**config.mk**
```make
export PLATFORM = sky130hd
export DESIGN_NAME = divisor_sum_classifier
export DESIGN_NICKNAME = d
export VERILOG_FILES = /design/src/dsc_pkg.sv /design/src/dsc_datapath.sv /design/src/dsc_ctrl.sv /design/src/divisor_sum_classifier.sv
export SDC_FILE = /design/constraint.sdc
export NUM_CORES = 1
export LEC_CHECK = 0
export BUFFER_PORTS_ARGS = -buffer_cell sky130_fd_sc_hd__buf_2
export CAP_MARGIN = 20
export CORE_AREA = 3 3 141 143
export DETAILED_ROUTE_END_ITERATION = 16
export DIE_AREA = 0 0 144 146
export PLACE_DENSITY = 0.67
export SLEW_MARGIN = 30
export SYNTH_ARGS = -nofsm -noshare
export SYNTH_HDL_FRONTEND = slang
export SYNTH_SLANG_ARGS = --single-unit
export TNS_END_PERCENT = 10
```
**constraint.sdc**
```tcl
create_clock -name clk -period 8.4 [get_ports clk]
set_input_delay 0 -clock clk [delete_from_list [all_inputs] [get_ports clk]]
set_output_delay 0 -clock clk [all_outputs]
set_load 0.005 [all_outputs]
```
**src/dsc_pkg.sv**
```systemverilog
// Shared constants, command/status types and result codes for the
// divisor-sum classifier. No dependencies.
package dsc_pkg;

  localparam int VALUE_BITS  = 16;              // bits of the number that are used
  localparam int NUMBER_W    = 16;              // input field width
  localparam int CAT_W       = 2;
  localparam int ABUND_W     = 18;
  localparam int DEFIC_W     = 16;
  localparam int SUM_W       = VALUE_BITS + 3;  // proper divisor sum < 8n
  localparam int CNT_W       = $clog2(VALUE_BITS);
  localparam int IN_TDATA_W  = 16;
  localparam int RES_W       = CAT_W + ABUND_W + DEFIC_W;
  localparam int OUT_TDATA_W = ((RES_W + 7) / 8) * 8;
  localparam int PAD_W       = OUT_TDATA_W - RES_W;

  localparam logic [CAT_W-1:0] CAT_DEFICIENT = 2'd0;
  localparam logic [CAT_W-1:0] CAT_PERFECT   = 2'd1;
  localparam logic [CAT_W-1:0] CAT_ABUNDANT  = 2'd2;

  typedef struct packed {
    logic load;    // latch a new number, restart candidate and sum
    logic step;    // one restoring-division bit for the current candidate
    logic result;  // classify and load the output register
  } dsc_cmd_t;

  typedef struct packed {
    logic small_in;   // incoming number is 0 or 1: no candidates
    logic div_last;   // this step finishes the current remainder
    logic cand_done;  // next candidate would reach the number
    logic add_busy;   // a divisor hit still waits to be summed
  } dsc_status_t;

endpackage

```
**src/dsc_datapath.sv**
```systemverilog
// Datapath: held number, candidate counter, bit-serial remainder unit,
// divisor sum accumulator and output register. Uses dsc_pkg.
module dsc_datapath
  import dsc_pkg::*;
(
  input  logic                clk,
  input  logic [NUMBER_W-1:0] number,
  input  dsc_cmd_t            cmd,
  output dsc_status_t         status,
  output logic [CAT_W-1:0]    category,
  output logic [ABUND_W-1:0]  abundance,
  output logic [DEFIC_W-1:0]  deficiency
);

  logic [VALUE_BITS-1:0] n_in;
  logic [VALUE_BITS-1:0] held_number;
  logic [VALUE_BITS-1:0] cand;
  logic [VALUE_BITS-1:0] shreg;
  logic [VALUE_BITS-1:0] rem;
  logic [CNT_W-1:0]      cnt;
  logic [SUM_W-1:0]      sum;
  logic                  pend;
  logic [VALUE_BITS-1:0] pend_val;

  logic [VALUE_BITS:0]   partial;
  logic [VALUE_BITS:0]   diff;
  logic [VALUE_BITS:0]   cand_inc;
  logic [VALUE_BITS-1:0] rem_new;
  logic                  fits;
  logic [SUM_W-1:0]      n_ext;

  assign n_in     = VALUE_BITS'(number);
  assign partial  = {rem, shreg[VALUE_BITS-1]};
  assign diff     = partial - {1'b0, cand};
  assign fits     = partial >= {1'b0, cand};
  assign rem_new  = fits ? diff[VALUE_BITS-1:0] : partial[VALUE_BITS-1:0];
  assign cand_inc = {1'b0, cand} + (VALUE_BITS+1)'(1);
  assign n_ext    = SUM_W'(held_number);

  assign status.small_in  = n_in <= VALUE_BITS'(1);
  assign status.div_last  = cnt == CNT_W'(VALUE_BITS - 1);
  assign status.cand_done = cand_inc >= {1'b0, held_number};
  assign status.add_busy  = pend;

  always_ff @(posedge clk) begin
    if (pend && !cmd.load) begin
      sum <= sum + SUM_W'(pend_val);
    end
    if (cmd.load) begin
      held_number <= n_in;
      cand        <= VALUE_BITS'(1);
      shreg       <= n_in;
      rem         <= '0;
      cnt         <= '0;
      sum         <= '0;
      pend        <= 1'b0;
    end else if (cmd.step) begin
      if (status.div_last) begin
        // remainder done: flag a hit, move on to the next candidate
        pend     <= rem_new == '0;
        pend_val <= cand;
        cand     <= cand_inc[VALUE_BITS-1:0];
        shreg    <= held_number;
        rem      <= '0;
        cnt      <= '0;
      end else begin
        pend  <= 1'b0;
        shreg <= {shreg[VALUE_BITS-2:0], 1'b0};
        rem   <= rem_new;
        cnt   <= cnt + CNT_W'(1);
      end
    end else begin
      pend <= 1'b0;
    end
    if (cmd.result) begin
      if (sum < n_ext) begin
        category   <= CAT_DEFICIENT;
        abundance  <= '0;
        deficiency <= DEFIC_W'(n_ext - sum);
      end else if (sum == n_ext) begin
        category   <= CAT_PERFECT;
        abundance  <= '0;
        deficiency <= '0;
      end else begin
        category   <= CAT_ABUNDANT;
        abundance  <= ABUND_W'(sum - n_ext);
        deficiency <= '0;
      end
    end
  end

endmodule

```
**src/dsc_ctrl.sv**
```systemverilog
// Controller state machine: sequences load, division steps, final sum and
// the output register handshake. Uses dsc_pkg.
module dsc_ctrl
  import dsc_pkg::*;
(
  input  logic        clk,
  input  logic        rst,
  input  logic        in_valid,
  output logic        in_ready,
  output logic        out_valid,
  input  logic        out_ready,
  input  dsc_status_t status,
  output dsc_cmd_t    cmd
);

  localparam logic [1:0] ST_IDLE  = 2'd0;
  localparam logic [1:0] ST_RUN   = 2'd1;
  localparam logic [1:0] ST_FLUSH = 2'd2;
  localparam logic [1:0] ST_DONE  = 2'd3;

  logic [1:0] state;
  logic [1:0] state_next;
  logic       out_free;

  assign in_ready = state == ST_IDLE;
  assign out_free = !out_valid || out_ready;

  always_comb begin
    cmd        = '0;
    state_next = state;
    case (state)
      ST_IDLE: begin
        if (in_valid) begin
          cmd.load   = 1'b1;
          state_next = status.small_in ? ST_FLUSH : ST_RUN;
        end
      end
      ST_RUN: begin
        cmd.step = 1'b1;
        if (status.div_last && status.cand_done) begin
          state_next = ST_FLUSH;
        end
      end
      ST_FLUSH: begin
        // let the last divisor hit land in the sum
        if (!status.add_busy) begin
          state_next = ST_DONE;
        end
      end
      ST_DONE: begin
        if (out_free) begin
          cmd.result = 1'b1;
          state_next = ST_IDLE;
        end
      end
      default: state_next = ST_IDLE;
    endcase
  end

  always_ff @(posedge clk) begin
    if (rst) begin
      state     <= ST_IDLE;
      out_valid <= 1'b0;
    end else begin
      state <= state_next;
      if (cmd.result) begin
        out_valid <= 1'b1;
      end else if (out_ready) begin
        out_valid <= 1'b0;
      end
    end
  end

endmodule

```
**src/divisor_sum_classifier.sv**
```systemverilog
// Top level of the divisor-sum classifier: joins controller and datapath
// and packs the stream words. Uses dsc_pkg, dsc_ctrl, dsc_datapath.
//
// Usage:
//   Slave channel (s_*) takes one word per number n in s_tdata[15:0]; only
//   the low VALUE_BITS bits are used. Master channel (m_*) returns one word
//   per number: category (0 deficient, 1 perfect, 2 abundant), the
//   abundance s-n and the deficiency n-s, where s is the proper divisor sum.
//   Every candidate i in 1..n-1 is tested with a bit-serial restoring
//   remainder unit that resolves one bit per cycle. One number is worked
//   on at a time; s_tready is high only while the unit is idle, so a new
//   number is taken only once the previous one has been computed.
//   The result sits in an output register, so a new number is accepted and
//   computed while the previous word waits on m_tready; only the final
//   load of the output register waits for the register to free up.
//   Reset (rst, synchronous, active high) drops any number in flight and
//   any pending result word.
module divisor_sum_classifier
  import dsc_pkg::*;
(
  input  logic                   clk,
  input  logic                   rst,
  input  logic                   s_tvalid,
  output logic                   s_tready,
  input  logic [IN_TDATA_W-1:0]  s_tdata,   // [15:0] number
  output logic                   m_tvalid,
  input  logic                   m_tready,
  output logic [OUT_TDATA_W-1:0] m_tdata    // [1:0] category, [19:2] abundance,
                                            // [35:20] deficiency, rest zero
);

  dsc_cmd_t            cmd;
  dsc_status_t         status;
  logic [CAT_W-1:0]    category;
  logic [ABUND_W-1:0]  abundance;
  logic [DEFIC_W-1:0]  deficiency;

  dsc_ctrl u_ctrl (
    .clk       (clk),
    .rst       (rst),
    .in_valid  (s_tvalid),
    .in_ready  (s_tready),
    .out_valid (m_tvalid),
    .out_ready (m_tready),
    .status    (status),
    .cmd       (cmd)
  );

  dsc_datapath u_datapath (
    .clk        (clk),
    .number     (s_tdata[NUMBER_W-1:0]),
    .cmd        (cmd),
    .status     (status),
    .category   (category),
    .abundance  (abundance),
    .deficiency (deficiency)
  );

  // pack result word, first field in the low bits, zero fill to bytes
  assign m_tdata = {{PAD_W{1'b0}}, deficiency, abundance, category};

endmodule

```
# Yosys cells after proc, flatten, opt, wreduce, memory -nomap -nowiden
# Cells that the tools add are included.
dict set report op_classes {
  n_eq_ne 9
  bitwise_logic 3
  n_lt_le_gt_ge 4
  mux 20
  reduce_logical 14
  add_sub_neg 6
}
# op count
set op_table {}
lappend op_table {{16-bit two-way mux} 5}
lappend op_table {{17-bit by 16-bit greater-or-equal comparator with 1-bit output} 2}
lappend op_table {{16-bit subtractor} 2}
lappend op_table {{19-bit by 16-bit adder with 19-bit output} 1}
lappend op_table {{19-bit by 16-bit equality test with 1-bit output} 1}
lappend op_table {{19-bit by 16-bit less-than comparator with 1-bit output} 1}
lappend op_table {{18-bit by 16-bit subtractor with 18-bit output} 1}
lappend op_table {{16-bit by 1-bit adder with 17-bit output, second input constant} 1}
lappend op_table {{16-bit by 1-bit <= comparator with 1-bit output, second input constant} 1}
lappend op_table {{16-bit zero test} 1}
lappend op_table {{2-bit two-way mux} 6}
lappend op_table {{2-bit case mux with 4 select lines} 1}
lappend op_table {{1-bit two-way mux} 7}
lappend op_table {{4-bit by 1-bit adder with 4-bit output, second input constant} 1}
lappend op_table {{2-bit equality test, second input constant} 2}
lappend op_table {{4-bit equality test, second input constant} 1}
lappend op_table {{4-bit two-way mux} 1}
lappend op_table {{2-bit by 1-bit != test with 1-bit output, second input constant} 2}
lappend op_table {{2-bit != test, second input constant} 2}
lappend op_table {{4-bit AND reduction} 1}
lappend op_table {{2-bit nonzero test} 2}
lappend op_table {{1-bit NOT} 3}
lappend op_table {{3-bit AND reduction} 1}
lappend op_table {{3-bit OR reduction} 1}
lappend op_table {{7 further kinds} 9}
dict set report totals {
  elab_cells 69
  ff_bits 143
  output_inout_bits 42
}

# Longest topological paths before layout
# Gate-level depths: netlist (run 1).
dict set report depth {
  word_depth 5
  depth_mapped 14
  depth_no_buf 14
}

# Modules after synthesis
# A second synthesis (run 1) with hierarchy kept.
dict set report hier_totals {
  cells_unflattened 979
  hier_area_um2 9243.9
}
# mod area_each_um2 n_inst cells_per_inst
set by_module_without_submodules {}
lappend by_module_without_submodules {dsc_datapath 8932.3 1 943}
lappend by_module_without_submodules {dsc_ctrl 277.8 1 31}
lappend by_module_without_submodules {divisor_sum_classifier 33.8 1 5}

# Worst setup path after synthesis (run 1)
# OpenSTA, ideal clock, no wires.
dict set report synth_timing {
  kind {reg-to-reg}
  from {register u_datapath.cand[0]}
  to {register u_ctrl.state[1]}
  period_less_slack_ns 2.988
  slack_ns 5.412
  t_arrival_ns 2.870
  required_time_ns 8.282
  path_stages_with_launch 14
  path_cell_list {dfxtp_1 > nand3_1 > nor4_1 > nand3_1 > or3_1 > nor3_1 > xnor2_1 > ha_1 > a21oi_1 > o31ai_1 > nor3_1 > a21oi_1 > a21oi_1 > nor3_1}
}
dict set report synth_between {
  elab_chain_len 5
}
# element line
set synth_lines {}
lappend synth_lines {{from (decl)} dsc_datapath.sv:17} ;# logic [VALUE_BITS-1:0] cand;
lappend synth_lines {{from (signal assigned)} dsc_datapath.sv:62} ;# cand <= cand_inc[VALUE_BITS-1:0];
lappend synth_lines {{16-bit by 1-bit adder with 17-bit output} dsc_datapath.sv:37} ;# assign cand_inc = {1'b0, cand} + (VALUE_BITS+1)'(1);
lappend synth_lines {{via u_datapath.cand_inc[15]} dsc_datapath.sv:27} ;# logic [VALUE_BITS:0] cand_inc;
lappend synth_lines {{17-bit by 16-bit greater-or-equal comparator with 1-bit output} dsc_datapath.sv:42} ;# assign status.cand_done = cand_inc >= {1'b0, held_number};
lappend synth_lines {{1-bit logical AND} dsc_ctrl.sv:40} ;# if (status.div_last && status.cand_done) begin
lappend synth_lines {{2-bit by 1-bit != test with 1-bit output (no source line)} n/a}
lappend synth_lines {{4-bit AND reduction (no source line)} n/a}
lappend synth_lines {{to (signal assigned)} dsc_ctrl.sv:65} ;# state <= state_next;
lappend synth_lines {{to (decl)} dsc_ctrl.sv:21} ;# logic [1:0] state;
# The timed path passes the listed nets, and every way through them passes these cells.
# A chain may end at the register's enable or synchronous reset.

# Worst setup path after layout (run 1)
# Ends and elaborated chain as after synthesis.

==> run metrics, run 1 <==
clock latency on the worst-skew pair 0.42 ns; Total Wirelength 19.9 mm; status finished clean; Least-Margin Pin Slew 0.881 ns; n_diodes 0; xor and xnor fraction of the mapped netlist area 0.0666; Avg WL per Cell 15.4 um; std cell rows 50; YS warnings 0; routed via count 6993; Synth Area in Compound Gates 0.152; Worst setup SP type register; Max Clock Skew 0.00933 ns; Sink Count 143; Seq/Total Area, Yosys 0.408; Max Fclk 0.286 GHz; vias in the first global route 6785; cts bufs inserted 17; CP max FO 6; largest net degree at the start of global routing 87; Tmin final 3.49 ns; Hold Path Class in -> reg; TritonCTS clock tree yes; Placed Area 9570 um2; cells after synthesis 979; CTS root buf clkbuf_16; routability congestion estimate 0.894; Primary FF master, synth edfxtp_1; Setup CP Type reg -> reg; first-pass GRT wire length 32.9 mm; die area 21000 um2; design area 10300 um2; IO Port Bufs 57; vias per std cell 5.40; largest family of logic cells by synthesized area simple AND/OR/NAND/NOR gates; Initial DRC Count 309; Power Density 292 nW/um2; Reg clk slew, reported paths 0.06 ns; Total GRT Usage 0.194; final-report hold violation count 0; Slew Viols, Final 0; Layout Nets 1157; cell area after synthesis 9080 um2; mux contribution to synthesized area 0.0300; Worst IR Drop VDD 0.000215 V; Pre-antenna DRT Iters 5; io pins 62; Worst Path Required 8.71 ns; nature of the critical path endpoint register; Final HPWL DP 15.1 mm; P_leak 4.23 nW; die width 144 um; initial antenna violation count 0; Final ANT Viol Nets 0; share of layout cells above drive strength 1 0.106; Max-Cap Viols 0; Tcrit/Tclk final 0.416; RSZ-0062 raised after global routing no; Initial Util 0.485; Final setup viols 0; area grow syn2layout 14.0%; EDFF count, synth 84; adder-cell share of the synthesized area 0.127; grt ovf 0; simple-gate share of the synthesized area 0.169; Arrival @ worst endpoint 3.80 ns; Mean Syn Cell Area 9.27 um2; post-synthesis async set-or-reset flop share 0; # DRC 0; Max Root-Sink Buffers 2; Resize count post-CTS 0; Slew HR 0.413; die span in y 146 um; # H-tree levels 4; flops & latches, synth 143; post-synthesis cell type count 65; Sum Neg Setup Slack 0 ns; Core Footprint 18700 um2
synthesized netlist by cell type (3+ instances only):
library cell,count,area [um2]
a211oi_1,9,67.6
a21boi_0,3,22.5
a21o_1,22,165
a21oi_1,69,345
a31oi_1,7,43.8
and2_1,3,18.8
and3_1,13,81.3
buf_2,4,20.0
buf_4,5,37.5
clkbuf_1,26,97.6
dfxtp_1,59,1180
edfxtp_1,84,2520
fa_1,4,80.1
ha_1,86,1080
inv_1,69,259
mux2i_1,25,250
nand2_1,69,259
nand2b_1,11,68.8
nand3_1,20,100
nand4_1,8,50.1
nor2_1,109,409
nor2b_1,14,87.6
nor3_1,33,165
nor4_1,15,93.8
o2111ai_1,4,35.0
o211ai_1,4,30.0
o21a_1,13,97.6
o21ai_0,51,255
o21ai_1,13,65.1
o21bai_1,4,30.0
o31ai_1,4,30.0
or2_2,4,25.0
or3_1,10,62.6
xnor2_1,51,447
xor2_1,18,158
worst max-delay path, stage by stage, from the launching register on:
cell and delay (ns):
dfxtp_1 0.45, nand3_1 0.22, nor4_1 0.64, nand3_1 0.25, or3_1 0.41, nor3_1 0.21
xnor2_1 0.15, ha_1 0.26, a21oi_1 0.13, o31ai_1 0.10, nor3_1 0.19, a21oi_1 0.12
a21oi_1 0.19, nor3_1 0.06
report_power, final:
group          leakage, nW  switching (mW)  total [mW]  internal (mW)
registers             1.27          0.0687       0.952          0.884
clock network        0.273           0.299       0.737          0.438
logic                 2.69           0.769        1.33          0.562
area by class of cell:
cell class / count / area [um2]
tap: 234 / 293
clock inverter: 13 / 141
sequential: 143 / 3700
inverter: 70 / 263
clock buffer: 19 / 433
fill: 1642 / 8360
multi-input combinational: 733 / 4980
timing repair buffer: 82 / 538
through the flow:
step           total power [mW]  instances  hold slack (ns)   util  setup slack [ns]
2_1_floorplan              2.00        982           0.0691      -              5.41
3_3_place_gp               2.28       1243            0.193  0.511              4.97
3_5_place_dp               2.28       1243            0.197  0.511              4.91
4_1_cts                    3.03       1293            0.131  0.552              4.87
5_1_grt                    3.22       1294            0.189  0.553              4.51
6_report                   3.02       1294            0.146  0.553              4.91
registers in the layout (all words and copies together), names as in the netlist, 16 cells and up:
register / cells
u_datapath.sum: 19
u_datapath.abundance: 18
u_datapath.cand: 16
u_datapath.deficiency: 16
u_datapath.held_number: 16
u_datapath.pend_val: 16
u_datapath.rem: 16
u_datapath.shreg: 16
final timing paths:
path,start,end,slack (ns),cells past startpoint
setup reg to reg,u_datapath.cand[0],u_ctrl.state[1],4.91,13
hold reg to reg,u_datapath.cand[15],u_datapath.pend_val[15],0.44,0
hold / removal,s_tvalid,u_ctrl.state[1],0.15,6
setup / recovery,u_datapath.cand[0],u_ctrl.state[1],4.91,13
timing repair:
item                                   CTS  global route
hold buffers                            18             0
setup buffers                            0             0
endpoints found under the hold margin   34             0
cells in the final DEF, fill, tap and decap left out, types with 15 or more instances in the layout:
| cell | count |
|---|---|
| mux2i_1 | 25 |
| nand3_1 | 20 |
| xnor2_1 | 51 |
| inv_1 | 69 |
| nor3_1 | 33 |
| dlygate4sd3_1 | 18 |
| nor2_1 | 108 |
| dfxtp_1 | 59 |
| clkbuf_16 | 17 |
| o21ai_0 | 51 |
| a21oi_1 | 68 |
| a21o_1 | 22 |
| nand2_1 | 69 |
| xor2_1 | 18 |
| edfxtp_1 | 84 |
| nor4_1 | 15 |
| buf_2 | 57 |
| ha_1 | 86 |
kinds of logic (layout without fill, tap and decap cells):
kind of cell,count (synthesis),count (layout)
muxes,27,27
buffers and inverters,106,184
xor gates and xnor gates,69,69
DFF,143,143
other,1,4
adders and majority gates,90,90
AOI/OAI and AO/OA,223,223
and+or+nand+nor,320,320
layer usage:
layer,global-route usage,vias to the layer above,part of all wire
met5,0,-,0
li1,-,3611,-
met2,0.321,133,0.48
met1,0.247,3215,0.46
met4,0.0800,0,0.024
met3,0.0358,34,0.037
Power figures use the tool's default switching activity.
==> run 2: changes to the inputs <==
--- a/config.mk
+++ b/config.mk
@@ -5,12 +5,13 @@
 export SDC_FILE = /design/constraint.sdc
 export NUM_CORES = 1
 export LEC_CHECK = 0
+export ABC_AREA = 1
 export BUFFER_PORTS_ARGS = -buffer_cell sky130_fd_sc_hd__buf_2
 export CAP_MARGIN = 20
-export CORE_AREA = 3 3 141 143
+export CORE_AREA = 3 3 143 145
 export DETAILED_ROUTE_END_ITERATION = 16
-export DIE_AREA = 0 0 144 146
-export PLACE_DENSITY = 0.67
+export DIE_AREA = 0 0 146 148
+export PLACE_DENSITY = 0.69
 export SLEW_MARGIN = 30
 export SYNTH_ARGS = -nofsm -noshare
 export SYNTH_HDL_FRONTEND = slang
==> constraint.sdc (replaced) <==
create_clock -name clk -period 3.1 [get_ports clk]
set_input_delay 0 -clock clk [delete_from_list [all_inputs] [get_ports clk]]
set_output_delay 0 -clock clk [all_outputs]
set_load 0.005 [all_outputs]
==> run metrics, run 2 <==
Crit-path slowest cell dfxtp_1; IO Port Bufs 57; worst reg2reg setup slack 0.25 ns; Final ANT Viol Nets 0; leading area contributor after synthesis edfxtp_1; # H-tree levels 4; Core Footprint 19300 um2; CTS root buf clkbuf_16; Largest regs u_datapath.sum x19, u_datapath.abundance x18; status finished clean; Layout Cells excl Fill 1533; vias in the first global route 7672; Hold WS 0.0373 ns; Least-Margin Pin Slew 0.554 ns; DP Worst Slack 0.269 ns; post-synthesis async set-or-reset flop share 0; Final setup viols 0; Hold Path Class in -> reg; Tcrit/Tclk final 0.920; first-pass GRT wire length 38.9 mm; Total Wirelength 24.2 mm; count leader, synth nand2_1; Tmin final 2.85 ns; most used cell, CP nand2_1; leading cell type in the layout, fill and taps excluded nand2_1; Avg WL per Cell 15.8 um; vias per std cell 5.30; slowest cell delay on critical path 0.35 ns; R2R cell count 19; TritonCTS clock tree yes; CP max FO 3; design area 10800 um2; Post-Route Utilization 0.559; n_diodes 0; Worst Path Required 3.42 ns; Pre-antenna DRT Iters 5; commonest cells after routing, fill and taps aside 224 x nand2_1, 155 x inv_1, 109 x a21oi_1; Slew Viols, Final 0; Initial Util 0.486; flops & latches, synth 143; routed via count 8128; Reg clk slew, reported paths 0.06 ns; Critical R2R Launch u_datapath.cand[0]; cts bufs inserted 17; crit-path cells ha_1 -> nand3_1 -> nor2_2 -> nand3_1 -> inv_1 -> nand2_1 -> nor3_2 -> xor2_1 -> inv_1 -> ha_1 -> and3_1 -> nand4_1 -> nand3_1 -> nor2_1 -> nand2_1 -> nand2_1 -> nand2_1 -> nand2_1 -> nor2_1; Mean Syn Cell Area 8.04 um2; cell area after synthesis 9410 um2; area grow syn2layout 14.8%; Biggest register u_datapath.sum; EDFF count, synth 84; Primary FF master, synth edfxtp_1; die area 21600 um2; final-report hold violation count 0; Critical Path Start u_datapath.cand[0]; post-synthesis cell type count 51; # DRC 0; std cell rows 51; nature of the critical path endpoint register; r2r endpoint u_ctrl.state[1]; clock latency on the worst-skew pair 0.43 ns; Final HPWL DP 18.4 mm; Worst IR Drop VDD 0.000532 V; Initial DRC Count 675; die width 146 um; Max Fclk 0.351 GHz; YS warnings 0; Max-Cap Viols 0; share of layout cells above drive strength 1 0.133; Worst setup SP type register; initial antenna violation count 0; end point of the critical path u_ctrl.state[1]; Seq/Total Area, Yosys 0.394; Max Clock Skew 0.00704 ns; top cell type's share of synthesized area 0.268; dominant cells by area after synthesis edfxtp_1 27%, dfxtp_1 13%, ha_1 11%, nand2_1 8.9%, inv_1 6.2%; Setup CP Type reg -> reg; largest net degree at the start of global routing 42; Placed Area 10000 um2; Slew HR 0.627; setup ws final 0.248 ns; most frequent cells after synthesis 224 x nand2_1, 155 x inv_1, 110 x a21oi_1; total power 7.70 mW; Cells after DPL 1482; Sum Neg Setup Slack 0 ns; P_leak 4.98 nW; Total GRT Usage 0.225; max FFs per register 19; Max Root-Sink Buffers 2; Sink Count 143; Layout Nets 1365; die span in y 148 um; Arrival @ worst endpoint 3.18 ns; grt ovf 0; io pins 62; Power Density 713 nW/um2; routability congestion estimate 0.958; cells after synthesis 1170
-- run 2: cell count changes after synthesis, sizes merged, moves of 25 or more --
cell	before	now
nand3	20	69
xnor2	51	6
nand2	69	235
a21oi	69	112
inv	70	162
mux2i	25	0
-- run 2: layout make-up --
type | count | area [um2]
Tap cell | 265 | 332
Sequential cell | 143 | 3710
Inverter | 163 | 614
Timing Repair Buffer | 90 | 578
Fill cell | 1798 | 8530
Clock buffer | 18 | 439
Clock inverter | 14 | 125
Multi-Input combinational cell | 840 | 5010
-- run 2: cells by family (layout without fill, tap and decap cells) --
kind of cell	after synthesis	in the layout	synth area share
fa+ha+maj	90	90	0.123
buf+inv	190	285	0.0807
simple gates	472	472	0.221
other cells	1	4	0.000399
flops	143	143	0.394
xor+xnor	40	40	0.0372
compound gates	234	234	0.144
-- run 2: per-layer routing --
metal | vias up | wire, um | GRT usage
li1 | 4121 | - | -
met1 | 3739 | 11400 | 0.316
met2 | 230 | 10900 | 0.350
met3 | 38 | 1440 | 0.0457
met4 | 0 | 475 | 0.0720
met5 | - | 0 | 0
-- run 2: critical path: cells and delay by family, from the launching register on --
family	cells	cell delay, ns
XOR/XNOR	1	0.21
adder cells (fa/ha/maj)	2	0.47
buffers and inverters	2	0.17
flip-flops	1	0.35
AND/OR/NAND/NOR	14	1.53
-- run 2: report_power, final --
part	total (mW)	internal (mW)	switching, mW
clock network	1.97	1.08	0.898
registers	2.58	2.40	0.172
logic	3.15	1.08	2.07
total	7.70	4.56	3.14
-- run 2: worst min path at each step --
| stage | end | from | slack (ns) | depth (start not counted) |
|---|---|---|---|---|
| 6_report | u_ctrl.state[1] | s_tvalid | 0.04 | 6 |
| 5_1_grt | u_ctrl.state[1] | s_tvalid | 0.09 | 6 |
| 4_1_cts | u_ctrl.state[1] | s_tvalid | 0.02 | 6 |
| 3_5_place_dp | u_ctrl.out_valid | rst | 0.20 | 2 |
| 3_3_place_gp | u_ctrl.state[1] | rst | 0.20 | 2 |
| 2_1_floorplan | u_ctrl.out_valid | rst | 0.07 | 1 |
-- run 2: what timing repair did --
action                     in CTS  in global routing
hold buffers                   18                  0
setup endpoints to repair       0                  2
resized for setup               0                 10
buffers inserted                0                  1
hold endpoints to repair       34                  0
